`src/sv/rss_pkg.sv`:
```
// package for the ramp/soak profile sequencer: request codes, fsm states
// no dependencies
`default_nettype none
package rss_pkg;
	typedef enum logic [2:0] {
		REQ_TICK   = 3'd0,
		REQ_START  = 3'd1,
		REQ_STOP   = 3'd2,
		REQ_PAUSE  = 3'd3,
		REQ_RESUME = 3'd4,
		REQ_WRITE  = 3'd5
	} req_t;

	typedef enum logic [2:0] {
		ST_IDLE,
		ST_READ,
		ST_EVAL,
		ST_NEXT,
		ST_INTERP,
		ST_DIV,
		ST_FINISH,
		ST_OUT
	} state_t;

	localparam logic [31:0] END_OF_TIME = 32'hFFFF_FFFF;
	localparam int ENTRY_W = 11 + 1 + 32 + 32;
endpackage
`default_nettype wire

```
`src/sv/rss_if.sv`:
```
// valid/ready channel interfaces for the sequencer request and result words
// depends on nothing
`default_nettype none
interface rss_req_if;
	logic        valid;
	logic        ready;
	logic [2:0]  req_type;
	logic [31:0] now_ms;
	logic signed [15:0] measured_temp;
	logic [3:0]  entry_index;
	logic [10:0] entry_target;
	logic        entry_fast;
	logic [31:0] entry_ramp_ms;
	logic [31:0] entry_dwell_ms;
	modport source (output valid, req_type, now_ms, measured_temp, entry_index,
		entry_target, entry_fast, entry_ramp_ms, entry_dwell_ms, input ready);
	modport sink (input valid, req_type, now_ms, measured_temp, entry_index,
		entry_target, entry_fast, entry_ramp_ms, entry_dwell_ms, output ready);
endinterface

interface rss_res_if;
	logic        valid;
	logic        ready;
	logic signed [15:0] setpoint;
	logic        setpoint_valid;
	logic        heater_enable;
	logic        is_running;
	logic        is_paused;
	logic [3:0]  step_now;
	logic        in_soak;
	logic        program_done;
	modport source (output valid, setpoint, setpoint_valid, heater_enable, is_running,
		is_paused, step_now, in_soak, program_done, input ready);
	modport sink (input valid, setpoint, setpoint_valid, heater_enable, is_running,
		is_paused, step_now, in_soak, program_done, output ready);
endinterface
`default_nettype wire

```
`src/sv/rss_ram.sv`:
```
// generic single-port-write, one-read ram with registered read data
// no dependencies
`default_nettype none
module rss_ram #(
	parameter int WIDTH = 8,
	parameter int DEPTH = 16
) (
	input  wire logic                     clk,
	input  wire logic                     we,
	input  wire logic [$clog2(DEPTH)-1:0] waddr,
	input  wire logic [WIDTH-1:0]         wdata,
	input  wire logic [$clog2(DEPTH)-1:0] raddr,
	output logic      [WIDTH-1:0]         rdata
);
	logic [WIDTH-1:0] mem_q [DEPTH];

	always_ff @(posedge clk) begin
		if (we) begin
			mem_q[waddr] <= wdata;
		end
		rdata <= mem_q[raddr];
	end
endmodule
`default_nettype wire

```
`src/sv/ramp_soak_profile_sequencer.sv`:
```
// ramp/soak setpoint sequencer top level: request fsm, step table ram, serial divider
// depends on rss_pkg, rss_if, rss_ram
// control and write words pass READ and FINISH before the result; tick words pass READ,
// EVAL, NEXT, INTERP and FINISH, plus DIV when a ramp step interpolates (one quotient
// bit per cycle of a 48-bit restoring divider). one word at a time: the next word is
// taken in the cycle after the result word leaves. reset clears run state, step count
// to 1; the step table is undefined until written.
`default_nettype none
module ramp_soak_profile_sequencer #(
	parameter int MAX_STEPS = 16
) (
	input  wire logic       clk,
	input  wire logic       arst_n,
	input  wire logic       cfg_we,
	input  wire logic [4:0] cfg_wdata,
	rss_req_if.sink         req,
	rss_res_if.source       res
);
	import rss_pkg::*;

	localparam int IW = (MAX_STEPS > 1) ? $clog2(MAX_STEPS) : 1;
	localparam int CW = IW + 1;

	state_t state_q, state_d;

	logic [4:0]  count_q;
	logic        running_q, paused_q, dwell_q, heading_q;
	logic [IW-1:0] step_q;
	logic [31:0] start_time_q, deadline_q;
	logic signed [15:0] start_temp_q;

	// latched request
	logic [2:0]  req_q;
	logic [31:0] now_q;
	logic signed [15:0] temp_q;

	// result
	logic signed [15:0] sp_q;
	logic        spv_q, done_q, out_valid_q;

	// table entry read
	logic          ram_we;
	logic [IW-1:0] ram_waddr, ram_raddr;
	logic [ENTRY_W-1:0] ram_wdata, ram_rdata;
	logic [10:0]   prev_tgt_q;

	// divider
	logic [47:0] quo_q, rem_q, dvd_q;
	logic [31:0] dvs_q;
	logic [5:0]  cnt_q;
	logic        neg_q;

	logic [IW-1:0] step_next;

	rss_ram #(.WIDTH(ENTRY_W), .DEPTH(1 << IW)) u_tab (
		.clk(clk), .we(ram_we), .waddr(ram_waddr), .wdata(ram_wdata),
		.raddr(ram_raddr), .rdata(ram_rdata)
	);

	logic [10:0] e_tgt;
	logic        e_fast;
	logic [31:0] e_ramp, e_dwell;
	assign {e_tgt, e_fast, e_ramp, e_dwell} = ram_rdata;

	logic [CW-1:0] eff_cnt;
	always_comb begin
		if (32'(count_q) > 32'(MAX_STEPS))
			eff_cnt = CW'(MAX_STEPS);
		else
			eff_cnt = CW'(count_q);
	end

	logic signed [15:0] tgt_q4;
	assign tgt_q4 = signed'({1'b0, e_tgt, 4'b0});

	function automatic logic [31:0] sat_add(input logic [31:0] a, input logic [31:0] b,
		input logic [31:0] c);
		logic [33:0] s;
		s = 34'(a) + 34'(b) + 34'(c);
		return (s > 34'(END_OF_TIME)) ? END_OF_TIME : s[31:0];
	endfunction

	assign ram_we    = req.valid && req.ready && req.req_type == REQ_WRITE
		&& 32'(req.entry_index) < 32'(MAX_STEPS);
	assign ram_waddr = IW'(req.entry_index);
	assign ram_wdata = {req.entry_target, req.entry_fast, req.entry_ramp_ms,
		req.entry_dwell_ms};
	assign req.ready = (state_q == ST_IDLE);

	assign step_next = step_q + IW'(1);

	logic adv_q;

	always_comb begin
		ram_raddr = step_q;
		if (state_q == ST_IDLE && req.req_type == REQ_START)
			ram_raddr = '0;
		else if (state_q == ST_EVAL || (state_q == ST_NEXT && adv_q))
			ram_raddr = step_next;
	end

	always_ff @(posedge clk or negedge arst_n) begin
		if (!arst_n)
			state_q <= ST_IDLE;
		else
			state_q <= state_d;
	end

	always_ff @(posedge clk or negedge arst_n) begin
		if (!arst_n) begin
			count_q <= 5'd1;
		end else if (cfg_we) begin
			count_q <= cfg_wdata;
		end
	end

	logic [47:0] rem_try;
	assign rem_try = {rem_q[46:0], dvd_q[47]};

	logic signed [16:0] diff;
	logic [31:0] elapsed;
	assign diff    = 17'(tgt_q4) - 17'(start_temp_q);
	assign elapsed = now_q - start_time_q;

	logic met;
	assign met = heading_q ? (temp_q > tgt_q4) : (temp_q < tgt_q4);

	always_comb begin
		state_d = state_q;
		unique case (state_q)
			ST_IDLE:   if (req.valid) state_d = ST_READ;
			ST_READ:   state_d = (req_q == REQ_TICK) ? ST_EVAL : ST_FINISH;
			ST_EVAL:   state_d = ST_NEXT;
			ST_NEXT:   state_d = ST_INTERP;
			ST_INTERP: state_d = ST_FINISH;
			ST_DIV:    if (cnt_q == 6'd0) state_d = ST_FINISH;
			ST_FINISH: state_d = ST_OUT;
			ST_OUT:    if (res.ready) state_d = ST_IDLE;
			default:   state_d = ST_IDLE;
		endcase
		if (state_q == ST_INTERP && running_q && !paused_q && !dwell_q && !spv_q && !e_fast
			&& e_ramp != 32'd0 && elapsed < e_ramp)
			state_d = ST_DIV;
	end

	// tick flow: EVAL runs crossing and due checks, NEXT commits step advance
	// using the next entry read in EVAL, INTERP sets the setpoint or starts division
	always_ff @(posedge clk or negedge arst_n) begin
		if (!arst_n) begin
			running_q <= 1'b0; paused_q <= 1'b0; dwell_q <= 1'b0; heading_q <= 1'b1;
			step_q <= '0; start_time_q <= '0; start_temp_q <= '0; deadline_q <= '0;
			out_valid_q <= 1'b0; spv_q <= 1'b0; done_q <= 1'b0; adv_q <= 1'b0;
		end else begin
			unique case (state_q)
				ST_IDLE: begin
					if (req.valid) begin
						req_q <= req.req_type; now_q <= req.now_ms;
						temp_q <= req.measured_temp;
						spv_q <= 1'b0; done_q <= 1'b0; sp_q <= '0; adv_q <= 1'b0;
					end
				end
				ST_READ: begin
					priority case (req_q)
						REQ_TICK: begin
							if (running_q && {1'b0, step_q} >= {1'b0, eff_cnt[CW-1:0]}
								|| running_q && CW'(step_q) >= eff_cnt) begin
								running_q <= 1'b0; paused_q <= 1'b0; step_q <= '0;
								dwell_q <= 1'b0; heading_q <= 1'b1; start_time_q <= now_q;
							end
						end
						REQ_START: if (!running_q) begin
							running_q <= 1'b1; paused_q <= 1'b0; step_q <= '0;
							dwell_q <= 1'b0; heading_q <= 1'b1; start_time_q <= now_q;
							start_temp_q <= temp_q;
							deadline_q <= sat_add(now_q, e_ramp, e_dwell);
						end
						REQ_STOP: if (running_q) begin
							running_q <= 1'b0; paused_q <= 1'b0; step_q <= '0;
							dwell_q <= 1'b0; heading_q <= 1'b1; start_time_q <= now_q;
						end
						REQ_PAUSE:  if (running_q) paused_q <= 1'b1;
						REQ_RESUME: if (running_q) paused_q <= 1'b0;
						default: ;
					endcase
				end
				ST_EVAL: begin
					prev_tgt_q <= e_tgt;
					if (running_q && !paused_q) begin
						if (!dwell_q && e_fast && met && e_dwell != 32'd0) begin
							deadline_q <= sat_add(now_q, e_dwell, 32'd0);
							dwell_q <= 1'b1; sp_q <= tgt_q4; spv_q <= 1'b1;
							// due against the fresh dwell deadline
							if (now_q >= sat_add(now_q, e_dwell, 32'd0)) adv_q <= 1'b1;
						end else if (now_q >= deadline_q || (!dwell_q && e_fast && met)) begin
							adv_q <= 1'b1;
						end
					end
				end
				ST_NEXT: begin
					if (adv_q) begin
						if (CW'(step_q) + CW'(1) >= eff_cnt) begin
							running_q <= 1'b0; paused_q <= 1'b0; step_q <= '0;
							dwell_q <= 1'b0; heading_q <= 1'b1; start_time_q <= now_q;
							done_q <= 1'b1; spv_q <= 1'b0; sp_q <= '0;
						end else begin
							step_q <= step_next; dwell_q <= 1'b0;
							heading_q <= e_fast ? (e_tgt > prev_tgt_q) : 1'b1;
							start_time_q <= now_q; start_temp_q <= temp_q; spv_q <= 1'b0;
							if (e_fast) begin
								deadline_q <= END_OF_TIME;
							end else begin
								deadline_q <= sat_add(now_q, e_ramp, e_dwell);
							end
						end
					end
				end
				ST_INTERP: begin
					// ram now holds the current step entry
					if (running_q && !paused_q && req_q == REQ_TICK && !dwell_q) begin
						if (e_fast || e_ramp == 32'd0 || elapsed >= e_ramp) begin
							spv_q <= 1'b1;
							sp_q <= tgt_q4;
						end else begin
							neg_q <= diff[16];
							dvd_q <= 48'(diff[16] ? 17'(-diff) : diff) * 48'(elapsed);
							dvs_q <= e_ramp; rem_q <= '0; quo_q <= '0; cnt_q <= 6'd47;
						end
					end
				end
				ST_DIV: begin
					dvd_q <= {dvd_q[46:0], 1'b0};
					if (rem_try >= 48'(dvs_q)) begin
						rem_q <= rem_try - 48'(dvs_q);
						quo_q <= {quo_q[46:0], 1'b1};
					end else begin
						rem_q <= rem_try;
						quo_q <= {quo_q[46:0], 1'b0};
					end
					cnt_q <= cnt_q - 6'd1;
					if (cnt_q == 6'd0) adv_q <= 1'b1;
				end
				ST_FINISH: begin
					out_valid_q <= 1'b1;
					if (state_d == ST_OUT && adv_q && !spv_q && running_q && !dwell_q
						&& req_q == REQ_TICK && !done_q) begin
						spv_q <= 1'b1;
						sp_q  <= neg_q ? start_temp_q - quo_q[15:0] : start_temp_q + quo_q[15:0];
					end
				end
				ST_OUT: if (res.ready) out_valid_q <= 1'b0;
				default: ;
			endcase
		end
	end

	// marks the divider result path; cleared on entry to a word
	logic div_used_q;
	always_ff @(posedge clk or negedge arst_n) begin
		if (!arst_n)
			div_used_q <= 1'b0;
		else if (state_q == ST_IDLE)
			div_used_q <= 1'b0;
		else if (state_q == ST_DIV)
			div_used_q <= 1'b1;
	end

	logic signed [15:0] sp_out;
	assign sp_out = (div_used_q && state_q == ST_OUT && !spv_q) ?
		(neg_q ? start_temp_q - quo_q[15:0] : start_temp_q + quo_q[15:0]) : sp_q;

	assign res.valid          = (state_q == ST_OUT) && out_valid_q;
	assign res.setpoint       = sp_out;
	assign res.setpoint_valid = spv_q || (div_used_q && state_q == ST_OUT);
	assign res.heater_enable  = running_q;
	assign res.is_running     = running_q;
	assign res.is_paused      = paused_q;
	assign res.step_now       = 4'(step_q);
	assign res.in_soak        = dwell_q;
	assign res.program_done   = done_q;
endmodule
`default_nettype wire

```
`src/flat_wrapper.sv`:
```
// flat-port wrapper written by rule: the top's interface ports become plain ports
module ramp_soak_profile_sequencer_flat import rss_pkg::*;
#(
	parameter int MAX_STEPS = 16
)
  (clk, arst_n, cfg_we, cfg_wdata, req_valid, req_req_type, req_now_ms, req_measured_temp, req_entry_index, req_entry_target, req_entry_fast, req_entry_ramp_ms, req_entry_dwell_ms, req_ready, res_valid, res_setpoint, res_setpoint_valid, res_heater_enable, res_is_running, res_is_paused, res_step_now, res_in_soak, res_program_done, res_ready);
  rss_req_if req_i ();
  rss_res_if res_i ();
  input  wire logic clk;
  input  wire logic arst_n;
  input  wire logic cfg_we;
  input  wire logic [4:0] cfg_wdata;
  input wire logic [$bits(req_i.valid)-1:0] req_valid;
  input wire logic [$bits(req_i.req_type)-1:0] req_req_type;
  input wire logic [$bits(req_i.now_ms)-1:0] req_now_ms;
  input wire logic [$bits(req_i.measured_temp)-1:0] req_measured_temp;
  input wire logic [$bits(req_i.entry_index)-1:0] req_entry_index;
  input wire logic [$bits(req_i.entry_target)-1:0] req_entry_target;
  input wire logic [$bits(req_i.entry_fast)-1:0] req_entry_fast;
  input wire logic [$bits(req_i.entry_ramp_ms)-1:0] req_entry_ramp_ms;
  input wire logic [$bits(req_i.entry_dwell_ms)-1:0] req_entry_dwell_ms;
  output wire logic [$bits(req_i.ready)-1:0] req_ready;
  output wire logic [$bits(res_i.valid)-1:0] res_valid;
  output wire logic [$bits(res_i.setpoint)-1:0] res_setpoint;
  output wire logic [$bits(res_i.setpoint_valid)-1:0] res_setpoint_valid;
  output wire logic [$bits(res_i.heater_enable)-1:0] res_heater_enable;
  output wire logic [$bits(res_i.is_running)-1:0] res_is_running;
  output wire logic [$bits(res_i.is_paused)-1:0] res_is_paused;
  output wire logic [$bits(res_i.step_now)-1:0] res_step_now;
  output wire logic [$bits(res_i.in_soak)-1:0] res_in_soak;
  output wire logic [$bits(res_i.program_done)-1:0] res_program_done;
  input wire logic [$bits(res_i.ready)-1:0] res_ready;
  assign req_i.valid = req_valid;
  assign req_i.req_type = req_req_type;
  assign req_i.now_ms = req_now_ms;
  assign req_i.measured_temp = req_measured_temp;
  assign req_i.entry_index = req_entry_index;
  assign req_i.entry_target = req_entry_target;
  assign req_i.entry_fast = req_entry_fast;
  assign req_i.entry_ramp_ms = req_entry_ramp_ms;
  assign req_i.entry_dwell_ms = req_entry_dwell_ms;
  assign req_ready = req_i.ready;
  assign res_valid = res_i.valid;
  assign res_setpoint = res_i.setpoint;
  assign res_setpoint_valid = res_i.setpoint_valid;
  assign res_heater_enable = res_i.heater_enable;
  assign res_is_running = res_i.is_running;
  assign res_is_paused = res_i.is_paused;
  assign res_step_now = res_i.step_now;
  assign res_in_soak = res_i.in_soak;
  assign res_program_done = res_i.program_done;
  assign res_i.ready = res_ready;
  ramp_soak_profile_sequencer #(.MAX_STEPS(MAX_STEPS)) u_core (.clk(clk), .arst_n(arst_n), .cfg_we(cfg_we), .cfg_wdata(cfg_wdata), .req(req_i), .res(res_i));
endmodule
```
`config.mk`:
```
export PLATFORM = sky130hd
export DESIGN_NAME = ramp_soak_profile_sequencer_flat
export DESIGN_NICKNAME = d
export VERILOG_FILES = /design/src/sv/rss_pkg.sv /design/src/sv/rss_if.sv /design/src/sv/rss_ram.sv /design/src/sv/ramp_soak_profile_sequencer.sv /design/src/flat_wrapper.sv
export SDC_FILE = /design/constraint.sdc
export NUM_CORES = 2
export LEC_CHECK = 0
export ABC_AREA = 1
export BUFFER_PORTS_ARGS = -buffer_cell sky130_fd_sc_hd__buf_2
export CAP_MARGIN = 20
export CORE_MARGIN = 2
export CORE_UTILIZATION = 50
export CTS_BUF_LIST = sky130_fd_sc_hd__clkbuf_16
export DETAILED_ROUTE_END_ITERATION = 8
export HOLD_SLACK_MARGIN = 0.03
export PLACE_DENSITY_LB_ADDON = 0.2
export REMOVE_ABC_BUFFERS = 1
export SYNTH_ARGS = -nofsm -noshare
export SYNTH_HDL_FRONTEND = slang
export SYNTH_SLANG_ARGS = --single-unit
```
`constraint.sdc`:
```
create_clock -name clk -period 13.7 [get_ports clk]
set_clock_uncertainty 0.1 [all_clocks]
set_input_delay 0 -clock clk [delete_from_list [all_inputs] [get_ports clk]]
set_output_delay 0 -clock clk [all_outputs]
set_load 0.01 [all_outputs]
```
# Word level (Yosys, flattened, before mapping)
# Memory sizes are Yosys's and may differ from the RTL's. A register that Yosys moved wholly into a read port is not among the register bits.
# Index checks and enable logic that the tools add are counted.
# W data, S select, Z words.
# word_totals
register_bits,329
mem_bits_rw,1216
in_bits,141
output_inout_bits,28
word_cells,265
memories,1
# mem_list
memory,words,width,read_ports,rd_clocked_by_memory_dff,wr,line,text
u_core.u_tab.mem_q,16,76,1,1,1,rss_ram.sv:15,logic [WIDTH-1:0] mem_q [DEPTH];
# classes
addsub,12
multipliers,1
magnitude_cmp,14
eq_ne,37
muxes,104
bitwise,1
reduce_logical,69
# ops
cell,count
$mux W32,13
$mux W16,14
$pmux W32 S3,2
$mux W48,3
$mux W47,3
$ge A32 B32 Y1,3
$pmux W48 S2,1
$pmux W47 S2,1
$pmux W16 S5,1
$gt A34 B32 Y1 const B,2
$add A32 B32 Y33,2
$pmux W16 S2,2
$pmux W32 S2,1
$reduce_bool A32 Y1,2
$ge A48 B32 Y1,1
$mul A48 B32 Y48,1
$sub A47 B32 Y47,1
$add A34 B32 Y34,1
$logic_not A32 Y1,1
$lt A32 B32 Y1,1
$mux W1,32
$sub A32 B32 Y32,1
$logic_and A1 B1 Y1,28
$mux W4,7
other kinds (50),114

# Longest topological paths before layout
# logic_depth
word_depth,18
ltp_mapped,48
ltp_nobuf,46

# Cells and area by module
# A second synthesis with hierarchy kept.
# hier_totals
hier_cells,11429
area_unflattened_um2,103641.9
# by_module_without_submodules
mod,n_inst,cells_per_inst,area_per_inst_um2,seq_area_each_um2
rss_ram,1,4995,53405.0,38036.5
ramp_soak_profile_sequencer,1,6434,50236.9,9376.5

# Least setup slack after synthesis
# No wires, ideal clock.
# synth_timing
path_kind,reg-to-reg
from,register u_core.now_q[0]
to,register u_core.cnt_q[0] (enable)
arrival_ns,8.943
t_required_ns,12.968
slack_ns,4.026
path_stages_with_launch,28
n_path_buf,1
period_less_slack_ns,9.674
path_cell_list,edfxtp_1 -> inv_1 -> ha_1 -> inv_1 -> fa_1 -> nand2_1 -> nand2_1 -> o21ai_2 -> o21ai_2 -> nand3_1 -> nand2_1 -> nand2_1 -> nand2_1 -> nand3_1 -> nand2_1 -> xor2_1 -> inv_1 -> clkbuf_1 -> ha_1 -> nand2_1 -> nor2_1 -> a21boi_0 -> nor2_1 -> nand2_1 -> nor2_1 -> and2_1 -> nand2_1 -> a21oi_1
# synth_via
elab_chain_cells,5
# synth_rtl
item,line,text
"start, declared",ramp_soak_profile_sequencer.sv:34,logic [31:0] now_q;
"start signal, assigned",ramp_soak_profile_sequencer.sv:157,req_q <= req.req_type; now_q <= req.now_ms;
$sub A32 B32 Y32,ramp_soak_profile_sequencer.sv:123,assign elapsed = now_q - start_time_q;
$ge A32 B32 Y1,ramp_soak_profile_sequencer.sv:220,if (e_fast || e_ramp == 32'd0 || elapsed >= e_ramp) begin
$logic_or A1 B1 Y1,ramp_soak_profile_sequencer.sv:220,
$ne A2 B2 Y1 (no line),--,
$reduce_and A4 Y1 (no line),--,
"end signal, assigned",ramp_soak_profile_sequencer.sv:239,cnt_q <= cnt_q - 6'd1;
"end, declared",ramp_soak_profile_sequencer.sv:50,logic [5:0] cnt_q;
# Every way passes these cells.
# A chain may end at the register's enable or synchronous reset.

# Worst setup path in the final report
# layout_timing
from,register u_core.start_temp_q[0]
to,register u_core.dvd_q[34] (data pin)
# layout_via
elab_chain_cells,7
# layout_rtl
item,line,text
"start, declared",ramp_soak_profile_sequencer.sv:30,logic signed [15:0] start_temp_q;
"start signal, assigned",ramp_soak_profile_sequencer.sv:174,start_temp_q <= temp_q;
$sub A16 B16 Y17 *,ramp_soak_profile_sequencer.sv:122,assign diff = 17'(tgt_q4) - 17'(start_temp_q);
$neg A17 Y17,ramp_soak_profile_sequencer.sv:225,dvd_q <= 48'(diff[16] ? 17'(-diff) : diff) * 48'(elapsed);
$mux W48 *,ramp_soak_profile_sequencer.sv:225,
$mul A48 B32 Y48 *,ramp_soak_profile_sequencer.sv:225,
$mux W48 *,ramp_soak_profile_sequencer.sv:220,
$mux W48 *,ramp_soak_profile_sequencer.sv:219,if (running_q && !paused_q && req_q == REQ_TICK && !dwell_q) begin
$pmux W48 S2 *,ramp_soak_profile_sequencer.sv:154,unique case (state_q)
"end signal, assigned",ramp_soak_profile_sequencer.sv:225,
"end signal, assigned",ramp_soak_profile_sequencer.sv:231,"dvd_q <= {dvd_q[46:0], 1'b0};"
"end, declared",ramp_soak_profile_sequencer.sv:48,"logic [47:0] quo_q, rem_q, dvd_q;"
# Mark *: on every way between the ends. The rest lies on a longest branch, timed or not. The select of a mux whose other input is x is not followed.

==> out/qor.yml <==
status: "finished, final reports clean"
rr_endpoint: "u_core.dvd_q[34]"
synthSimpleGateAreaFrac: 0.155
fill_cells: 17795
required_ps: 14150
path_class: "reg -> reg"
path_max_fanout: 25
synth_cells: 10689
vias: 76905
rr_worst_depth: 38
final_max_slew_viol_count: 0
grt_max_degree: 221
numCtsBuffers: 170
grt_pass1_vias: 77578
synth_top_family_by_area: "adder cells"
dieArea_um2: 209000
cp_slowest_cell: "nor4_1"
ys.flop_type: "edfxtp_1"
synth_top_area_share: 0.423
cap_violations: 0
layout.nets: 12330
fin_util: 0.562
synth_largest_area_cell: "edfxtp_1"
muxShareOfSynthArea: 0.000330
start_util: 0.502
arrival_ps: 11560
ys_warn_count: 0
multi_input_area_um2: 46000
period_needed_ps: 11110
wl_per_cell_um: 22.6
synth_fa_ha_area_frac: 0.178
ys_ff_latch: 1621
place_hpwl_um: 222000
drc: 0
rrSetupSlack_ps: 2590
num_rows: 166
clk_latency_ps: 840
synth_area_leaders: "edfxtp_1 (42%), fa_1 (12%), nand2_1 (7.5%)"
viasPerCell: 5.51
synth_area_um2: 102000
overflow: 0
place.gp.congestion: 1.00
synthArstFlopShare: 0.0623
cts.sinks: 1621
cts_setup_buffers: 0
clockBufferDepth: 3
cts_root_buf: "clkbuf_16"
startpoint: "u_core.start_temp_q[0]"
final.period_utilization: 0.811
seq_area_frac_synth: 0.463
postRouteAntennaNets: 0
drt_iter0_markers: 6799
ios: 169
yosysMostFrequentCell: "nand2_1"
synth_common_cells: "nand2_1 (2,048), inv_1 (2,043), edfxtp_1 (1,444), nand3_1 (777), nor2_1 (745)"
die_w_um: 457
hold_violations: 0
io_buffers: 168
area_growth_pct: 12.0
worstMarginPinSlew_ps: 1210
synth-xor-area-share: 0.0165
track_usage: 0.302
end_kind: "flip-flop"
fp.dieH_um: 457
setup_viol: 0
routed_wl_um: 315000
synth.distinct_cells: 63
hold_class: "in -> reg"
max_stage_delay_ps: 830
synth-edff-count: 1444
seqCellArea_um2: 47400
cts_tree: "built"
drive_gt1_frac: 0.0567
synth_area_per_cell_um2: 9.59
rsz0062_at_grt: "no"
htreeDepth: 4
synth_compound_area_frac: 0.0940
path_clk_slew_ps: 60
grt_pass1_wl_um: 477000
worstSetupEndpoint: "u_core.dvd_q[34]"
relSlewSlack: 0.194
first_pass_iters: 6
grt_antenna_before_repair: 16
core-area_um2: 204000
cp-start-kind: "flip-flop"
r2r-start: "u_core.start_temp_q[0]"
clock.fmax_ghz: 0.0900
==> registers in the layout, summed over array words and instances, names as in the netlist, 3 cells and up <==
register / cells
u_core.u_tab.mem_q: 1216
u_core.u_tab.rdata: 76
u_core.dvd_q: 48
u_core.rem_q: 47
u_core.deadline_q: 32
u_core.dvs_q: 32
u_core.now_q: 32
u_core.start_time_q: 32
u_core.quo_q: 16
u_core.sp_q: 16
u_core.start_temp_q: 16
u_core.temp_q: 16
u_core.prev_tgt_q: 11
u_core.cnt_q: 6
u_core.count_q: 5
u_core.res.step_now: 4
u_core.req_q: 3
u_core.state_q: 3
==> through the flow <==
step	setup slack, ps	hold WS [ps]	setup TNS (ps)	cells	cell area, um2
floorplan	-27000	-396	-2051910	10377	101000
global route	2090	54.1	0	13941	115000
CTS	2740	39.1	0	13936	115000
detailed placement	2820	-65.1	0	13339	106000
finish	2590	85.0	0	13947	115000
global placement	2580	-67.2	0	13335	106000
==> worst min path at each step <==
stage,startpoint,endpoint,depth (start not counted)
3_5_place_dp,arst_n,u_core.count_q[1],1
4_1_cts,req_entry_ramp_ms[10],u_core.u_tab.mem_q[11][42],2
5_1_grt,req_entry_ramp_ms[14],u_core.u_tab.mem_q[11][46],2
6_report,req_entry_ramp_ms[14],u_core.u_tab.mem_q[11][46],2
3_3_place_gp,arst_n,u_core.count_q[2],1
2_1_floorplan,arst_n,u_core.adv_q,0
==> timing repair <==
| item | in CTS | in global routing |
|---|---|---|
| resized for setup | 0 | 0 |
| setup endpoints to repair | 0 | 0 |
| hold endpoints to repair | 1513 | 0 |
| hold buffers | 282 | 0 |
==> worst max-delay path, delay by kind of cell (launching register included) <==
kind	cells	cell delay [ps]
flip-flops	1	410
AO/OA/AOI/OAI	1	250
buffers and inverters	9	1070
AND/OR/NAND/NOR	18	4240
adder cells (fa/ha/maj)	10	4710
==> layer usage <==
metal / track usage / wire length [um]
met1: 0.387 / 129000
met2: 0.518 / 155000
met3: 0.0428 / 18700
met4: 0.115 / 13200
met5: 0 / 13
==> logic make-up (layout without fill, tap and decap cells) <==
kind of cell / after synthesis / in the layout
buffers and inverters: 2444 / 2936
other: 2 / 80
xor gates and xnor gates: 187 / 187
DFF: 1621 / 1621
muxes: 3 / 3
and+or+nand+nor: 3808 / 3808
AOI/OAI and AO/OA: 1540 / 1540
adders and majority gates: 1084 / 1084
==> cell type report <==
| class | instances | share of cell area |
|---|---|---|
| Clock inverter | 144 | 0.0116 |
| Clock buffer | 171 | 0.0373 |
| Multi-Input combinational cell | 6691 | 0.401 |
| Antenna cell | 11 | 0.000240 |
| Timing Repair Buffer | 556 | 0.0398 |
| Tap cell | 2688 | 0.0293 |
| Sequential cell | 1621 | 0.413 |
| Inverter | 2065 | 0.0677 |
==> layout by cell type (no fill, tap or decap), types with 8 or more instances in the layout <==
cell,Yosys,final
inv_1,2043,2073
nand2_1,2048,2048
edfxtp_1,1444,1444
nand3_1,777,775
nor2_1,745,726
fa_1,628,628
o211ai_1,615,615
ha_1,456,456
a21oi_1,406,404
o21ai_0,343,343
dlygate4sd3_1,0,281
clkbuf_16,0,171
buf_2,197,167
xor2_1,114,112
buf_4,14,99
dfrtp_1,99,99
dfxtp_1,76,76
nand4_1,70,70
conb_1,2,69
xnor2_1,66,66
nor3_1,64,63
clkinv_1,7,43
a31oi_1,38,38
o21bai_1,37,37
a21o_1,29,29
clkinv_2,0,28
nor4_1,24,24
or2_2,23,23
nor2_4,1,20
a21boi_0,18,18
bufinv_16,0,16
o21a_1,15,15
inv_2,14,13
nand2_2,12,12
diode_2,0,11
o22ai_1,10,10
nand3b_1,9,9
clkinvlp_4,0,9
nand3_2,6,8
Power is not shown: default switching activity piles up to over one toggle a cycle in this logic, so the estimate is an artifact.
